### config.mk
export PLATFORM = sky130hd
export DESIGN_NAME = mdio_phy_scan_classifier_core
export DESIGN_NICKNAME = d
export VERILOG_FILES = /design/src/hw/rtl/mpsc_pkg.sv /design/src/hw/rtl/mdio_phy_scan_classifier_core.sv /design/src/hw/rtl/mpsc_ram.sv
export SDC_FILE = /design/constraint.sdc
export NUM_CORES = 2
export LEC_CHECK = 0
export ABC_AREA = 1
export BUFFER_PORTS_ARGS = -buffer_cell sky130_fd_sc_hd__clkbuf_2
export CAP_MARGIN = 20
export CORE_ASPECT_RATIO = 1.1
export CORE_MARGIN = 2
export CORE_UTILIZATION = 35
export DETAILED_ROUTE_END_ITERATION = 6
export SLEW_MARGIN = 20
export SYNTH_ARGS = -nofsm -noshare
export SYNTH_HDL_FRONTEND = slang
export SYNTH_HIERARCHICAL = 1
export SYNTH_SLANG_ARGS = --single-unit
### constraint.sdc
create_clock -name clock -period 39.8 [get_ports clock]
set_input_delay 7.96 -clock clock [delete_from_list [all_inputs] [get_ports clock]]
set_output_delay 7.96 -clock clock [all_outputs]
set_load 0.02 [all_outputs]
### src/hw/rtl/mpsc_pkg.sv
// ----------------------------------------------------------------------------
// MDIO PHY scan classifier package
// Shared beat types, verdict codes and scan constants for the classifier.
// ----------------------------------------------------------------------------
package mpsc_pkg;

   // Default scan geometry.
   localparam int NUM_ADDRESSES_DEFAULT     = 32;
   localparam int READS_PER_ADDRESS_DEFAULT = 4;

   // Most register 2 reads that an input beat carries.
   localparam int MAX_READS = 4;

   // Field constants.
   localparam logic [15:0] ID_FLOATING    = 16'hFFFF;
   localparam logic [15:0] ID_ZERO        = 16'h0000;
   localparam logic [7:0]  NO_ADDRESS     = 8'hFF;
   localparam logic [5:0]  COUNT_MAX      = 6'd63;
   localparam logic [7:0]  TOTAL_MAX      = 8'hFF;
   localparam logic [15:0] EXPECTED_RESET = 16'd7;

   // Configuration port geometry and register indexes.
   localparam int CSR_ADDR_W = 3;
   localparam int CSR_DATA_W = 32;
   localparam logic CSR_IDX_EXPECTED_ID_HIGH = 1'b0;

   // Verdict codes.
   typedef enum logic [3:0] {
      VERDICT_OK          = 4'd0,
      VERDICT_AMBIGUOUS   = 4'd1,
      VERDICT_OTHER_ID    = 4'd2,
      VERDICT_MULTI_OTHER = 4'd3,
      VERDICT_UNSTABLE    = 4'd4,
      VERDICT_TIMEOUT     = 4'd5,
      VERDICT_FLOATING    = 4'd6,
      VERDICT_LOW         = 4'd7,
      VERDICT_TRIVIAL_MIX = 4'd8
   } verdict_type;

   // Priority of the first-address slots held by one address.
   typedef enum logic [1:0] {
      PRIO_NONE      = 2'd0,
      PRIO_UNSTABLE  = 2'd1,
      PRIO_OTHER     = 2'd2,
      PRIO_CANDIDATE = 2'd3
   } prio_type;

   // One input beat: the reads of one PHY address.
   typedef struct packed {
      logic [4:0]  phy_address;
      logic [15:0] id_read_a;
      logic [15:0] id_read_b;
      logic [15:0] id_read_c;
      logic [15:0] id_read_d;
      logic [3:0]  id_read_timeouts;
      logic [15:0] id_low_value;
      logic        id_low_timeout;
      logic        final_address;
   } req_type;

   // One result beat: the verdict of a whole scan.
   typedef struct packed {
      logic [3:0]  verdict;
      logic [7:0]  chosen_address;
      logic [15:0] chosen_id_high;
      logic [15:0] chosen_id_low;
      logic [5:0]  candidate_count;
      logic [7:0]  timed_out_reads;
      logic [31:0] floating_mask;
      logic [31:0] zero_mask;
      logic [31:0] unstable_mask;
      logic [31:0] other_mask;
      logic [31:0] candidate_mask;
      logic [31:0] timeout_mask;
   } rsp_type;

   // Saturating increment of a class count.
   function automatic logic [5:0] count_up(input logic [5:0] value);
      logic [5:0] result;
      result = (value == COUNT_MAX) ? value : value + 6'd1;
      return result;
   endfunction

endpackage

### src/hw/rtl/mdio_phy_scan_classifier_core.sv
// The result beat is offered after the finished scan passes stage one and the output register.
// Throughput: one address beat per cycle unless req_stall; the ID pair RAM, one write per cycle.
// A result held by rsp_stall and a second finished scan in stage one together stall the input.
// Reset clears all scan state and sets expected_id_high to 7; the ID pair RAM needs no
// clearing because an entry is read only after it was written in the same scan.
// ----------------------------------------------------------------------------
// MDIO PHY scan classifier core
// Classifies one PHY address per beat into timeout, unstable, floating, zero
// or other (and candidate), keeps class masks and counts, and on the final
// address applies the verdict ladder and returns one result beat.
// ----------------------------------------------------------------------------
module mdio_phy_scan_classifier_core #(
   parameter int NUM_ADDRESSES     = mpsc_pkg::NUM_ADDRESSES_DEFAULT,
   parameter int READS_PER_ADDRESS = mpsc_pkg::READS_PER_ADDRESS_DEFAULT
) (
   input  logic                            clock,
   input  logic                            reset,
   // Input channel.
   input  logic                            req_valid,
   output logic                            req_stall,
   input  mpsc_pkg::req_type               req_data,
   // Result channel.
   output logic                            rsp_valid,
   input  logic                            rsp_stall,
   output mpsc_pkg::rsp_type               rsp_data,
   // Configuration port.
   input  logic                            csr_psel,
   input  logic                            csr_penable,
   input  logic                            csr_pwrite,
   input  logic [mpsc_pkg::CSR_ADDR_W-1:0] csr_paddr,
   input  logic [mpsc_pkg::CSR_DATA_W-1:0] csr_pwdata,
   output logic [mpsc_pkg::CSR_DATA_W-1:0] csr_prdata,
   output logic                            csr_pready
);

   localparam int NREADS = (READS_PER_ADDRESS > mpsc_pkg::MAX_READS) ?
                           mpsc_pkg::MAX_READS : READS_PER_ADDRESS;
   localparam int AW = (NUM_ADDRESSES > 1) ? $clog2(NUM_ADDRESSES) : 1;
   localparam logic [5:0] NUM_ADDR_6 = 6'(NUM_ADDRESSES);

   // ------------------------------------------------------------------
   // Configuration register.
   // ------------------------------------------------------------------
   logic [15:0] expected_ff;
   logic        csr_write;

   assign csr_write  = csr_psel && csr_penable && csr_pwrite && csr_pready;
   assign csr_pready = 1'b1;

   always_ff @(posedge clock) begin
      if (reset) begin
         expected_ff <= mpsc_pkg::EXPECTED_RESET;
      end else if (csr_write && (csr_paddr[2] == mpsc_pkg::CSR_IDX_EXPECTED_ID_HIGH)) begin
         expected_ff <= csr_pwdata[15:0];
      end
   end

   assign csr_prdata = (csr_paddr[2] == mpsc_pkg::CSR_IDX_EXPECTED_ID_HIGH) ?
                       {16'd0, expected_ff} : '0;

   // ------------------------------------------------------------------
   // Scan state.
   // ------------------------------------------------------------------
   logic [31:0] float_mask_ff, zero_mask_ff, unst_mask_ff;
   logic [31:0] other_mask_ff, cand_mask_ff, tmo_mask_ff;
   logic [31:0] float_mask_in, zero_mask_in, unst_mask_in;
   logic [31:0] other_mask_in, cand_mask_in, tmo_mask_in;
   logic [5:0]  float_cnt_ff, zero_cnt_ff, unst_cnt_ff;
   logic [5:0]  other_cnt_ff, cand_cnt_ff, tmo_cnt_ff;
   logic [5:0]  float_cnt_in, zero_cnt_in, unst_cnt_in;
   logic [5:0]  other_cnt_in, cand_cnt_in, tmo_cnt_in;
   logic [7:0]  first_cand_ff, first_other_ff, first_unst_ff;
   logic [7:0]  first_cand_in, first_other_in, first_unst_in;
   logic [7:0]  total_ff, total_in;

   // ------------------------------------------------------------------
   // Pipeline control: a finishing scan waits in stage one for its RAM read.
   // ------------------------------------------------------------------
   logic    accept;
   logic    s1_move;
   logic    s1_valid_ff, s1_valid_in;
   logic    rsp_valid_ff, rsp_valid_in;

   assign s1_move   = s1_valid_ff && (!rsp_valid_ff || !rsp_stall);
   assign req_stall = s1_valid_ff && rsp_valid_ff && rsp_stall;
   assign accept    = req_valid && !req_stall;

   // ------------------------------------------------------------------
   // Classification of the incoming address.
   // ------------------------------------------------------------------
   logic [15:0] reads [mpsc_pkg::MAX_READS];
   logic        in_range;
   logic        stable;
   logic [2:0]  nto;
   logic        is_tmo, is_unst, is_float, is_zero, is_other, is_cand;
   logic [31:0] addr_bit;
   logic [7:0]  addr_ext;
   logic [31:0] pair;
   logic [8:0]  total_sum;

   assign reads[0] = req_data.id_read_a;
   assign reads[1] = req_data.id_read_b;
   assign reads[2] = req_data.id_read_c;
   assign reads[3] = req_data.id_read_d;

   always_comb begin
      stable = 1'b1;
      nto    = {2'd0, req_data.id_low_timeout};
      for (int i = 0; i < mpsc_pkg::MAX_READS; i++) begin
         if (i < NREADS) begin
            if (req_data.id_read_timeouts[i]) begin
               nto = nto + 3'd1;
            end
            if (reads[i] != reads[0]) begin
               stable = 1'b0;
            end
         end
      end
   end

   assign in_range  = accept && ({1'b0, req_data.phy_address} < NUM_ADDR_6);
   assign is_tmo    = in_range && (nto != 3'd0);
   assign is_unst   = in_range && (nto == 3'd0) && !stable;
   assign is_float  = in_range && (nto == 3'd0) && stable &&
                      (reads[0] == mpsc_pkg::ID_FLOATING);
   assign is_zero   = in_range && (nto == 3'd0) && stable &&
                      (reads[0] == mpsc_pkg::ID_ZERO);
   assign is_other  = in_range && (nto == 3'd0) && stable &&
                      (reads[0] != mpsc_pkg::ID_FLOATING) && (reads[0] != mpsc_pkg::ID_ZERO);
   assign is_cand   = is_other && (reads[0] == expected_ff);
   assign addr_bit  = 32'd1 << req_data.phy_address;
   assign addr_ext  = {3'd0, req_data.phy_address};
   assign pair      = {reads[NREADS-1], req_data.id_low_value};
   assign total_sum = {1'b0, total_ff} + {6'd0, nto};

   // Next scan state including this beat.
   always_comb begin
      float_mask_in = float_mask_ff | (is_float ? addr_bit : 32'd0);
      zero_mask_in  = zero_mask_ff  | (is_zero  ? addr_bit : 32'd0);
      unst_mask_in  = unst_mask_ff  | (is_unst  ? addr_bit : 32'd0);
      other_mask_in = other_mask_ff | (is_other ? addr_bit : 32'd0);
      cand_mask_in  = cand_mask_ff  | (is_cand  ? addr_bit : 32'd0);
      tmo_mask_in   = tmo_mask_ff   | (is_tmo   ? addr_bit : 32'd0);
      float_cnt_in  = is_float ? mpsc_pkg::count_up(float_cnt_ff) : float_cnt_ff;
      zero_cnt_in   = is_zero  ? mpsc_pkg::count_up(zero_cnt_ff)  : zero_cnt_ff;
      unst_cnt_in   = is_unst  ? mpsc_pkg::count_up(unst_cnt_ff)  : unst_cnt_ff;
      other_cnt_in  = is_other ? mpsc_pkg::count_up(other_cnt_ff) : other_cnt_ff;
      cand_cnt_in   = is_cand  ? mpsc_pkg::count_up(cand_cnt_ff)  : cand_cnt_ff;
      tmo_cnt_in    = is_tmo   ? mpsc_pkg::count_up(tmo_cnt_ff)   : tmo_cnt_ff;
      total_in      = total_ff;
      if (in_range) begin
         total_in = (total_sum > {1'b0, mpsc_pkg::TOTAL_MAX}) ?
                    mpsc_pkg::TOTAL_MAX : total_sum[7:0];
      end
      first_cand_in  = first_cand_ff;
      first_other_in = first_other_ff;
      first_unst_in  = first_unst_ff;
      if (is_cand && (first_cand_ff == mpsc_pkg::NO_ADDRESS)) begin
         first_cand_in = addr_ext;
      end
      if (is_other && (first_other_ff == mpsc_pkg::NO_ADDRESS)) begin
         first_other_in = addr_ext;
      end
      if (is_unst && (first_unst_ff == mpsc_pkg::NO_ADDRESS)) begin
         first_unst_in = addr_ext;
      end
   end

   // ------------------------------------------------------------------
   // ID pair RAM, one entry per address. An entry is written only when the
   // beat opens a first-address slot of higher priority than any slot the
   // address already holds, so it always carries the pair of the best slot
   // of its address, which is the slot the verdict ladder picks.
   // ------------------------------------------------------------------
   mpsc_pkg::prio_type new_prio, held_prio;
   logic               ram_we;
   logic               ram_re;
   logic [AW-1:0]      ram_waddr, ram_raddr;
   logic [31:0]        ram_rdata;

   always_comb begin
      new_prio = mpsc_pkg::PRIO_NONE;
      if (first_unst_in != first_unst_ff) begin
         new_prio = mpsc_pkg::PRIO_UNSTABLE;
      end
      if (first_other_in != first_other_ff) begin
         new_prio = mpsc_pkg::PRIO_OTHER;
      end
      if (first_cand_in != first_cand_ff) begin
         new_prio = mpsc_pkg::PRIO_CANDIDATE;
      end
      held_prio = mpsc_pkg::PRIO_NONE;
      if (first_unst_ff == addr_ext) begin
         held_prio = mpsc_pkg::PRIO_UNSTABLE;
      end
      if (first_other_ff == addr_ext) begin
         held_prio = mpsc_pkg::PRIO_OTHER;
      end
      if (first_cand_ff == addr_ext) begin
         held_prio = mpsc_pkg::PRIO_CANDIDATE;
      end
   end

   assign ram_we    = new_prio > held_prio;
   assign ram_waddr = req_data.phy_address[AW-1:0];

   // ------------------------------------------------------------------
   // Verdict ladder on the state that includes the final beat.
   // ------------------------------------------------------------------
   mpsc_pkg::verdict_type verdict;
   logic [7:0]            sel;
   logic                  use_slot;
   logic                  final_beat;

   assign final_beat = accept && req_data.final_address;

   always_comb begin
      use_slot = 1'b1;
      sel      = first_cand_in;
      if (cand_cnt_in == 6'd1) begin
         verdict = mpsc_pkg::VERDICT_OK;
      end else if (cand_cnt_in > 6'd1) begin
         verdict = mpsc_pkg::VERDICT_AMBIGUOUS;
      end else if (other_cnt_in == 6'd1) begin
         verdict = mpsc_pkg::VERDICT_OTHER_ID;
         sel     = first_other_in;
      end else if (other_cnt_in > 6'd1) begin
         verdict = mpsc_pkg::VERDICT_MULTI_OTHER;
         sel     = first_other_in;
      end else if (unst_cnt_in != 6'd0) begin
         verdict = mpsc_pkg::VERDICT_UNSTABLE;
         sel     = first_unst_in;
      end else begin
         use_slot = 1'b0;
         sel      = mpsc_pkg::NO_ADDRESS;
         if (tmo_cnt_in != 6'd0) begin
            verdict = mpsc_pkg::VERDICT_TIMEOUT;
         end else if (float_cnt_in == NUM_ADDR_6) begin
            verdict = mpsc_pkg::VERDICT_FLOATING;
         end else if (zero_cnt_in == NUM_ADDR_6) begin
            verdict = mpsc_pkg::VERDICT_LOW;
         end else begin
            verdict = mpsc_pkg::VERDICT_TRIVIAL_MIX;
         end
      end
   end

   assign ram_re    = final_beat;
   assign ram_raddr = sel[AW-1:0];

   mpsc_ram #(
      .WIDTH (32),
      .DEPTH (NUM_ADDRESSES)
   ) u_pair_ram (
      .clock   (clock),
      .wr_en   (ram_we),
      .wr_addr (ram_waddr),
      .wr_data (pair),
      .rd_en   (ram_re),
      .rd_addr (ram_raddr),
      .rd_data (ram_rdata)
   );

   // ------------------------------------------------------------------
   // Scan state registers; the final beat returns them to reset values.
   // ------------------------------------------------------------------
   always_ff @(posedge clock) begin
      if (reset || final_beat) begin
         float_mask_ff  <= '0;
         zero_mask_ff   <= '0;
         unst_mask_ff   <= '0;
         other_mask_ff  <= '0;
         cand_mask_ff   <= '0;
         tmo_mask_ff    <= '0;
         float_cnt_ff   <= '0;
         zero_cnt_ff    <= '0;
         unst_cnt_ff    <= '0;
         other_cnt_ff   <= '0;
         cand_cnt_ff    <= '0;
         tmo_cnt_ff     <= '0;
         first_cand_ff  <= mpsc_pkg::NO_ADDRESS;
         first_other_ff <= mpsc_pkg::NO_ADDRESS;
         first_unst_ff  <= mpsc_pkg::NO_ADDRESS;
         total_ff       <= '0;
      end else begin
         float_mask_ff  <= float_mask_in;
         zero_mask_ff   <= zero_mask_in;
         unst_mask_ff   <= unst_mask_in;
         other_mask_ff  <= other_mask_in;
         cand_mask_ff   <= cand_mask_in;
         tmo_mask_ff    <= tmo_mask_in;
         float_cnt_ff   <= float_cnt_in;
         zero_cnt_ff    <= zero_cnt_in;
         unst_cnt_ff    <= unst_cnt_in;
         other_cnt_ff   <= other_cnt_in;
         cand_cnt_ff    <= cand_cnt_in;
         tmo_cnt_ff     <= tmo_cnt_in;
         first_cand_ff  <= first_cand_in;
         first_other_ff <= first_other_in;
         first_unst_ff  <= first_unst_in;
         total_ff       <= total_in;
      end
   end

   // ------------------------------------------------------------------
   // Stage one: the finished scan waits for the RAM read data.
   // ------------------------------------------------------------------
   mpsc_pkg::rsp_type s1_rsp_ff;
   logic              s1_use_ram_ff;
   logic              s1_fwd_ff;
   logic [31:0]       s1_pair_ff;

   assign s1_valid_in = final_beat ? 1'b1 : (s1_move ? 1'b0 : s1_valid_ff);

   always_ff @(posedge clock) begin
      if (reset) begin
         s1_valid_ff <= 1'b0;
      end else begin
         s1_valid_ff <= s1_valid_in;
      end
   end

   always_ff @(posedge clock) begin
      if (final_beat) begin
         s1_rsp_ff.verdict         <= verdict;
         s1_rsp_ff.chosen_address  <= sel;
         s1_rsp_ff.chosen_id_high  <= (verdict == mpsc_pkg::VERDICT_LOW) ?
                                      mpsc_pkg::ID_ZERO : mpsc_pkg::ID_FLOATING;
         s1_rsp_ff.chosen_id_low   <= (verdict == mpsc_pkg::VERDICT_LOW) ?
                                      mpsc_pkg::ID_ZERO : mpsc_pkg::ID_FLOATING;
         s1_rsp_ff.candidate_count <= cand_cnt_in;
         s1_rsp_ff.timed_out_reads <= total_in;
         s1_rsp_ff.floating_mask   <= float_mask_in;
         s1_rsp_ff.zero_mask       <= zero_mask_in;
         s1_rsp_ff.unstable_mask   <= unst_mask_in;
         s1_rsp_ff.other_mask      <= other_mask_in;
         s1_rsp_ff.candidate_mask  <= cand_mask_in;
         s1_rsp_ff.timeout_mask    <= tmo_mask_in;
         s1_use_ram_ff             <= use_slot && (sel != mpsc_pkg::NO_ADDRESS);
         // The final beat may write the very entry it reads.
         s1_fwd_ff                 <= ram_we && (ram_waddr == ram_raddr);
         s1_pair_ff                <= pair;
      end
   end

   // ------------------------------------------------------------------
   // Output register.
   // ------------------------------------------------------------------
   mpsc_pkg::rsp_type rsp_data_ff, s1_out;
   logic [31:0]       s1_chosen_pair;

   assign s1_chosen_pair = s1_fwd_ff ? s1_pair_ff : ram_rdata;

   always_comb begin
      s1_out = s1_rsp_ff;
      if (s1_use_ram_ff) begin
         s1_out.chosen_id_high = s1_chosen_pair[31:16];
         s1_out.chosen_id_low  = s1_chosen_pair[15:0];
      end
   end

   assign rsp_valid_in = s1_move || (rsp_valid_ff && rsp_stall);

   always_ff @(posedge clock) begin
      if (reset) begin
         rsp_valid_ff <= 1'b0;
      end else begin
         rsp_valid_ff <= rsp_valid_in;
      end
   end

   always_ff @(posedge clock) begin
      if (s1_move) begin
         rsp_data_ff <= s1_out;
      end
   end

   assign rsp_valid = rsp_valid_ff;
   assign rsp_data  = rsp_data_ff;

endmodule

### src/hw/rtl/mpsc_ram.sv
// ----------------------------------------------------------------------------
// Generic single-clock RAM
// One write port and one read port; the read data is registered and holds
// until the next read. A read of the entry written in the same cycle
// returns the old contents.
// ----------------------------------------------------------------------------
module mpsc_ram #(
   parameter int WIDTH = 32,
   parameter int DEPTH = 32,
   parameter int ADDR_W = (DEPTH > 1) ? $clog2(DEPTH) : 1
) (
   input  logic              clock,
   input  logic              wr_en,
   input  logic [ADDR_W-1:0] wr_addr,
   input  logic [WIDTH-1:0]  wr_data,
   input  logic              rd_en,
   input  logic [ADDR_W-1:0] rd_addr,
   output logic [WIDTH-1:0]  rd_data
);

   logic [WIDTH-1:0] mem_ff [DEPTH];
   logic [WIDTH-1:0] rd_data_ff;

   // Write port.
   always_ff @(posedge clock) begin
      if (wr_en) begin
         mem_ff[wr_addr] <= wr_data;
      end
   end

   // Registered read port.
   always_ff @(posedge clock) begin
      if (rd_en) begin
         rd_data_ff <= mem_ff[rd_addr];
      end
   end

   assign rd_data = rd_data_ff;

endmodule

# Word-level counts from Yosys, hierarchy flattened
# Memories as Yosys holds them, arrays and structs flattened. A register that Yosys moved wholly into a read port is not among the register bits.
# Index checks and enable logic that the tools add are counted.
# Widths: inputs -> output; s select.
[word_totals]
regBits = 796
ram_bits = 1024
inputBits = 133
output_inout_bits = 285
word_cells = 196
memories = 1
[mem_list]
columns = ["name", "depth", "word_bits", "read_ports", "rd_clocked_by_memory_dff", "wr", "line_no", "source"]
rows = [
  ["u_pair_ram.mem_ff", 32, 32, 1, 1, 1, "mpsc_ram.sv:21", "logic [WIDTH-1:0] mem_ff [DEPTH];"],
]
[classes]
addsub = 11
magnitude_cmp = 4
n_eq_ne = 28
n_shift = 1
mux = 62
n_bitwise = 7
reduce_logical = 37
[op_table]
columns = ["cell", "n"]
rows = [
  ["$mux 32", 8],
  ["$or 32x32->32", 6],
  ["$mux 8", 10],
  ["$mux 6", 12],
  ["$eq 6x6->1 const B", 8],
  ["$ne 16x16->1", 3],
  ["$add 6x1->6 const B", 6],
  ["$mux 16", 2],
  ["$mux 4", 8],
  ["$shl 1x5->32 const A", 1],
  ["$eq 8x5->1", 3],
  ["$eq 8x8->1 const B", 3],
  ["$ne 8x8->1", 3],
  ["$logic_and 1x1->1", 23],
  ["$eq 16x16->1", 1],
  ["$eq 16x16->1 const B", 1],
  ["$logic_not 16->1", 1],
  ["$ne 16x16->1 const B", 1],
  ["$reduce_bool 16->1", 1],
  ["$mux 1", 14],
  ["$eq 6x1->1 const B", 2],
  ["$gt 6x1->1 const B", 2],
  ["$reduce_bool 6->1", 2],
  ["$mux 2", 5],
  ["15 further kinds", 24],
]

# Longest topological paths before layout
[logic_depth]
ltp_word = 24
mapped_depth = 42
depth_no_buf = 38

# By module
# Netlist, hierarchy kept.
[modules_own_cells]
columns = ["module", "n_inst", "cells_per_inst", "area_per_inst_um2"]
rows = [
  ["mpsc_ram", 1, 3536, 42726.0],
  ["mdio_phy_scan_classifier_core", 1, 2747, 29570.9],
]

# Worst setup path before layout
# OpenSTA, ideal clock, no wires.
[synth_path]
kind = "input-to-reg"
startpoint = "input port rsp_stall"
endpoint = "register s1_fwd_ff, enable pin"
setup_time_ps = 939
arrival_time_ps = 20123
required_time_ps = 38861
path_slack_ps = 18738
path_stages = 3
n_path_buf = 0
cell_sequence = "nand3_1 -> nand2_1 -> nor2_1"
[synth_between]
elab_chain_cells = 4
[synth_rtl]
columns = ["item", "line_no", "source"]
rows = [
  ["start, declared", "mdio_phy_scan_classifier_core.sv:24", "input logic rsp_stall,"],
  ["$logic_and 1x1->1", "mdio_phy_scan_classifier_core.sv:85", "assign req_stall = s1_valid_ff && rsp_valid_ff && rsp_stall;"],
  ["$logic_not 1->1", "mdio_phy_scan_classifier_core.sv:86", "assign accept = req_valid && !req_stall;"],
  ["$logic_and 1x1->1", "mdio_phy_scan_classifier_core.sv:86", ""],
  ["$logic_and 1x1->1", "mdio_phy_scan_classifier_core.sv:215", "assign final_beat = accept && req_data.final_address;"],
  ["named net final_beat", "mdio_phy_scan_classifier_core.sv:213", "logic final_beat;"],
  ["end signal, assigned", "mdio_phy_scan_classifier_core.sv:341", "s1_fwd_ff <= ram_we && (ram_waddr == ram_raddr);"],
  ["end, declared", "mdio_phy_scan_classifier_core.sv:310", "logic s1_fwd_ff;"],
]
# The timed path passes the listed nets, and every way through them passes these cells.
# A chain may end at the register's enable or synchronous reset.

# Worst setup path in the final report
[layout_path]
startpoint = "input port csr_paddr[2] in the netlist's numbering"
endpoint = "output port csr_prdata[12] in the netlist's numbering"
[layout_between]
elab_chain_cells = 1
[layout_rtl]
columns = ["item", "line_no", "source"]
rows = [
  ["start, declared", "mdio_phy_scan_classifier_core.sv:30", "input logic [mpsc_pkg::CSR_ADDR_W-1:0] csr_paddr,"],
  ["$mux 16", "mdio_phy_scan_classifier_core.sv:58", "assign csr_prdata = (csr_paddr[2] == mpsc_pkg::CSR_IDX_EXPECTED_ID_HIGH) ?"],
  ["end, declared", "mdio_phy_scan_classifier_core.sv:32", "output logic [mpsc_pkg::CSR_DATA_W-1:0] csr_prdata,"],
]
# No other way between the ends.

==> reports/summary.txt <==
LOGIC SYNTHESIS
-----------------------------------------------------------------------------------------------------
Combined area of all synthesized cells                                                   0.07230 sq mm
Simple-gate portion of the synthesized area                                                    19.20%
Sequential area share after synthesis                                                          72.45%
Seq cells post-synth                                                                            1,837
Share of flip-flops with an asynchronous set or reset after synthesis                              0%
Cells after Synth                                                                               6,283
Post-synthesis share of cell area spent on full adders, half adders and majority gates        0.2873%
EDFF count, synth                                                                               1,559
Number of distinct standard cells referenced by the synthesized netlist                            52
Multiplexer area fraction after synthesis                                                    0.05538%
Compound-gate portion of the synthesized area                                                  2.584%
Synth Area in XOR/XNOR                                                                        0.5209%
Combinational family with the most area after synthesis                                  simple AND/OR/NAND/NOR gates
Mapped Avg Cell Area                                                                      11.51 sq um
YS warnings                                                                                         6
Most frequently used flop master after synthesis                                         sky130_fd_sc_hd__edfxtp_1

FLOW RUN
-----------------------------------------------------------------------------------------------------
Number of max-cap violations                                                                        0

GLOBAL ROUTING
-----------------------------------------------------------------------------------------------------
Number of antenna violations at the first check in global routing                                  17
First-pass GRT wire length                                                                   281.5 mm
Via count of the first global-routing pass                                                     43,640
Total global routing overflow                                                                       0
Overall fraction of global-route tracks in use                                                 17.88%
Pin count of the biggest net entering global routing                                              204

CLOCKING
-----------------------------------------------------------------------------------------------------
Count of hold-fix buffers inserted at cts                                                           0
Clock tree root buffer cell                                                              sky130_fd_sc_hd__clkbuf_16
Maximum clock insertion buffer count                                                                3
Count of clock tree sinks                                                                       1,837
Clock buffers created by TritonCTS                                                                181
Insertion delay to the later sink of the worst-skew pair                                      0.84 ns
Clock tree from TritonCTS                                                                       built
Clock edge transition at the registers on the reported setup and hold paths                   0.06 ns
Clock H-tree levels                                                                                 4
Post-CTS setup buffers                                                                              0
CTS-repair resized insts                                                                            0

TIMING
-----------------------------------------------------------------------------------------------------
Fmax                                                                                        60.58 MHz
Final critical path time including I/O delays and setup                                      16.51 ns
Min setup slack post-route                                                                   23.29 ns
RSZ-0062 raised after global routing                                                               no
Slew at the pin closest to its max-slew limit                                                1.227 ns
Sum of negative setup slack                                                                      0 ns
Final period utilization                                                                       41.48%
Final hold violation count                                                                          0
Pins Over Slew Limit                                                                                0
Final setup vio count                                                                               0
Hold Slack                                                                                  0.3682 ns
Clock Skews                                                                                0.06566 ns
Slew margin rel.                                                                               18.20%

FINISH
-----------------------------------------------------------------------------------------------------
Register with the highest flop count                                                     u_pair_ram/mem_ff
Net total in the final layout                                                                   6,775
Proportion of layout cells with a drive suffix above 1                                         12.23%
Flip-flop count of the largest register, all copies and words added                             1,024
Final-layout fill cell count                                                                   19,190
Layout area overhead                                                                           14.01%
Most common cell after layout, fill and taps aside                                       sky130_fd_sc_hd__nand2_1
Leading cell types in the layout, fill and taps excluded                                 sky130_fd_sc_hd__nand2_1, sky130_fd_sc_hd__edfxtp_1, sky130_fd_sc_hd__nand3_1, sky130_fd_sc_hd__clkbuf_2, sky130_fd_sc_hd__inv_1

SETUP PATH
-----------------------------------------------------------------------------------------------------
Crit path capture type                                                                     output pin
Critical Setup Path Class                                                                   in -> out
Critical path peak fanout                                                                          17
CP peak stage delay                                                                           0.22 ns
List of cells traversed by the critical path                                             clkbuf_2 > nor2_1 > clkbuf_2
CP bufs+invs                                                                                        2
Crit path max-delay cell type                                                            sky130_fd_sc_hd__clkbuf_2
Family of cells with the greatest summed delay on the critical path                      buffers and inverters
CP Data Required Time                                                                        31.84 ns
Crit start category                                                                         input pin
Endpoint arrival time on the critical path                                                    8.55 ns
Cell mode on critical path                                                               sky130_fd_sc_hd__clkbuf_2

DRT
-----------------------------------------------------------------------------------------------------
Total number of vias                                                                           46,580
Detailed Routing Iterations Pass 1                                                                  6
DR WL/cell                                                                                   20.34 um
Remaining antenna violation count after routing                                                     0
DRT Wirelength                                                                               193.4 mm
Vias per inst                                                                                   4.897
Residual DRC count                                                                                  0
Number of violations reported at the end of detailed-routing iteration 0                        4,135

FLOORPLAN
-----------------------------------------------------------------------------------------------------
Die area                                                                                 0.2102 sq mm
I/O pin cnt                                                                                       418
Number of rows in the core area                                                                   174
Core Footprint                                                                           0.2049 sq mm
Chip width                                                                                   437.3 um
Initial Utilization                                                                            35.29%
Vertical die dimension                                                                       480.7 um

OUTCOME
-----------------------------------------------------------------------------------------------------
Run status                                                                               complete, no violations

POWER
-----------------------------------------------------------------------------------------------------
Lkg Pwr                                                                                      31.01 nW
Total power per unit cell area                                                           47.61 mW/mm^2
VDD IR max                                                                                   50.87 uV

PLACEMENT
-----------------------------------------------------------------------------------------------------
Number of buffer cells added on primary ports                                                     382
Total half-perimeter wirelength after legalization and detailed placement                    109.8 mm
Place WS                                                                                     23.29 ns
Placer Congestion                                                                              0.8284

HOLD PATH
-----------------------------------------------------------------------------------------------------
Classification of the worst-slack hold path                                                reg -> reg

## kinds of logic (layout without fill, tap and decap cells)
family | Yosys count | count (layout)
multiplexers | 4 | 4
XOR/XNOR | 43 | 43
AO/OA/AOI/OAI | 364 | 364
buffers and inverters | 717 | 1198
flip-flops | 1837 | 1837
other | 2 | 20
AND/OR/NAND/NOR | 3300 | 3300
adder cells (fa/ha/maj) | 16 | 16
## stage by stage
stage | cell area, sq um | util [%] | total power, W | std cells
finish | 82430 | 40.24 | 0.003924 | 9510
global route | 82420 | 40.23 | 0.004051 | 9508
CTS | 82390 | 40.22 | 0.003965 | 9506
detailed placement | 76610 | 37.40 | 0.002309 | 9170
global placement | 76610 | 37.40 | 0.002306 | 9170
floorplan | 72350 | - | 0.002248 | 6298
## worst paths after layout
path | startpoint | to | slack (ns) | depth (start not counted)
min reg2reg | s1_out[136] | rsp_data[136] | 0.37 | 0
min | s1_out[136] | rsp_data[136] | 0.37 | 0
max | csr_paddr[2] | csr_prdata[12] | 23.29 | 3
max reg2reg | rsp_valid | u_pair_ram/rd_data[15] | 32.39 | 24
## power by group
group / switching, W / total (W) / leakage [nW] / internal (W)
registers: 0.00000848 / 0.00212 / 16.5 / 0.00211
logic: 0.000115 / 0.000148 / 11.8 / 0.0000329
clock network: 0.000743 / 0.00166 / 2.79 / 0.000916
total: 0.000866 / 0.00392 / 31.0 / 0.00306
## cell usage after synthesis (6+ instances only)
cell	count	share of area, %
sky130_fd_sc_hd__a21oi_1	233	1.6
sky130_fd_sc_hd__buf_1	28	0.15
sky130_fd_sc_hd__buf_2	91	0.63
sky130_fd_sc_hd__buf_4	42	0.44
sky130_fd_sc_hd__buf_6	68	1.1
sky130_fd_sc_hd__clkbuf_1	85	0.44
sky130_fd_sc_hd__dfxtp_1	278	7.7
sky130_fd_sc_hd__edfxtp_1	1559	65
sky130_fd_sc_hd__ha_1	15	0.26
sky130_fd_sc_hd__inv_1	369	1.9
sky130_fd_sc_hd__inv_2	23	0.12
sky130_fd_sc_hd__nand2_1	2137	11
sky130_fd_sc_hd__nand2_2	12	0.10
sky130_fd_sc_hd__nand3_1	845	5.8
sky130_fd_sc_hd__nand3_2	8	0.11
sky130_fd_sc_hd__nand4_1	34	0.29
sky130_fd_sc_hd__nor2_1	204	1.1
sky130_fd_sc_hd__nor2_2	7	0.061
sky130_fd_sc_hd__nor3_1	17	0.12
sky130_fd_sc_hd__nor4_1	7	0.061
sky130_fd_sc_hd__o21ai_0	104	0.72
sky130_fd_sc_hd__o21ai_1	6	0.042
sky130_fd_sc_hd__or2_2	8	0.069
sky130_fd_sc_hd__xnor2_1	17	0.21
sky130_fd_sc_hd__xor2_1	26	0.31
## area by class of cell
type	instances	area, sq um	area share (%)
flip-flops and latches	1837	52380	63.55
inverters	399	1533	1.859
multi-input cells	3744	16750	20.32
clock inverters	95	958.4	1.163
clock buffers	241	4825	5.853
repair buffers	463	2565	3.112
diodes	3	7.507	0.009108
well taps	2728	3413	4.141
## worst register-to-register path: cells and delay by family, from the launching register on
family,cells,cell delay (ns)
buffers and inverters,7,4.12
and+or+nand+nor,16,2.51
AOI/OAI and AO/OA,1,0.32
DFF,1,0.35
## metal layers
layer,GRT usage (%),part of all wire (%),vias to the layer above
met5,0,0.038,-
met4,6.846,3.7,14
met3,3.223,6.4,345
met2,30.03,48,1563
met1,22.97,42,22630
li1,-,-,22030
(Power assumes the default switching activity.)
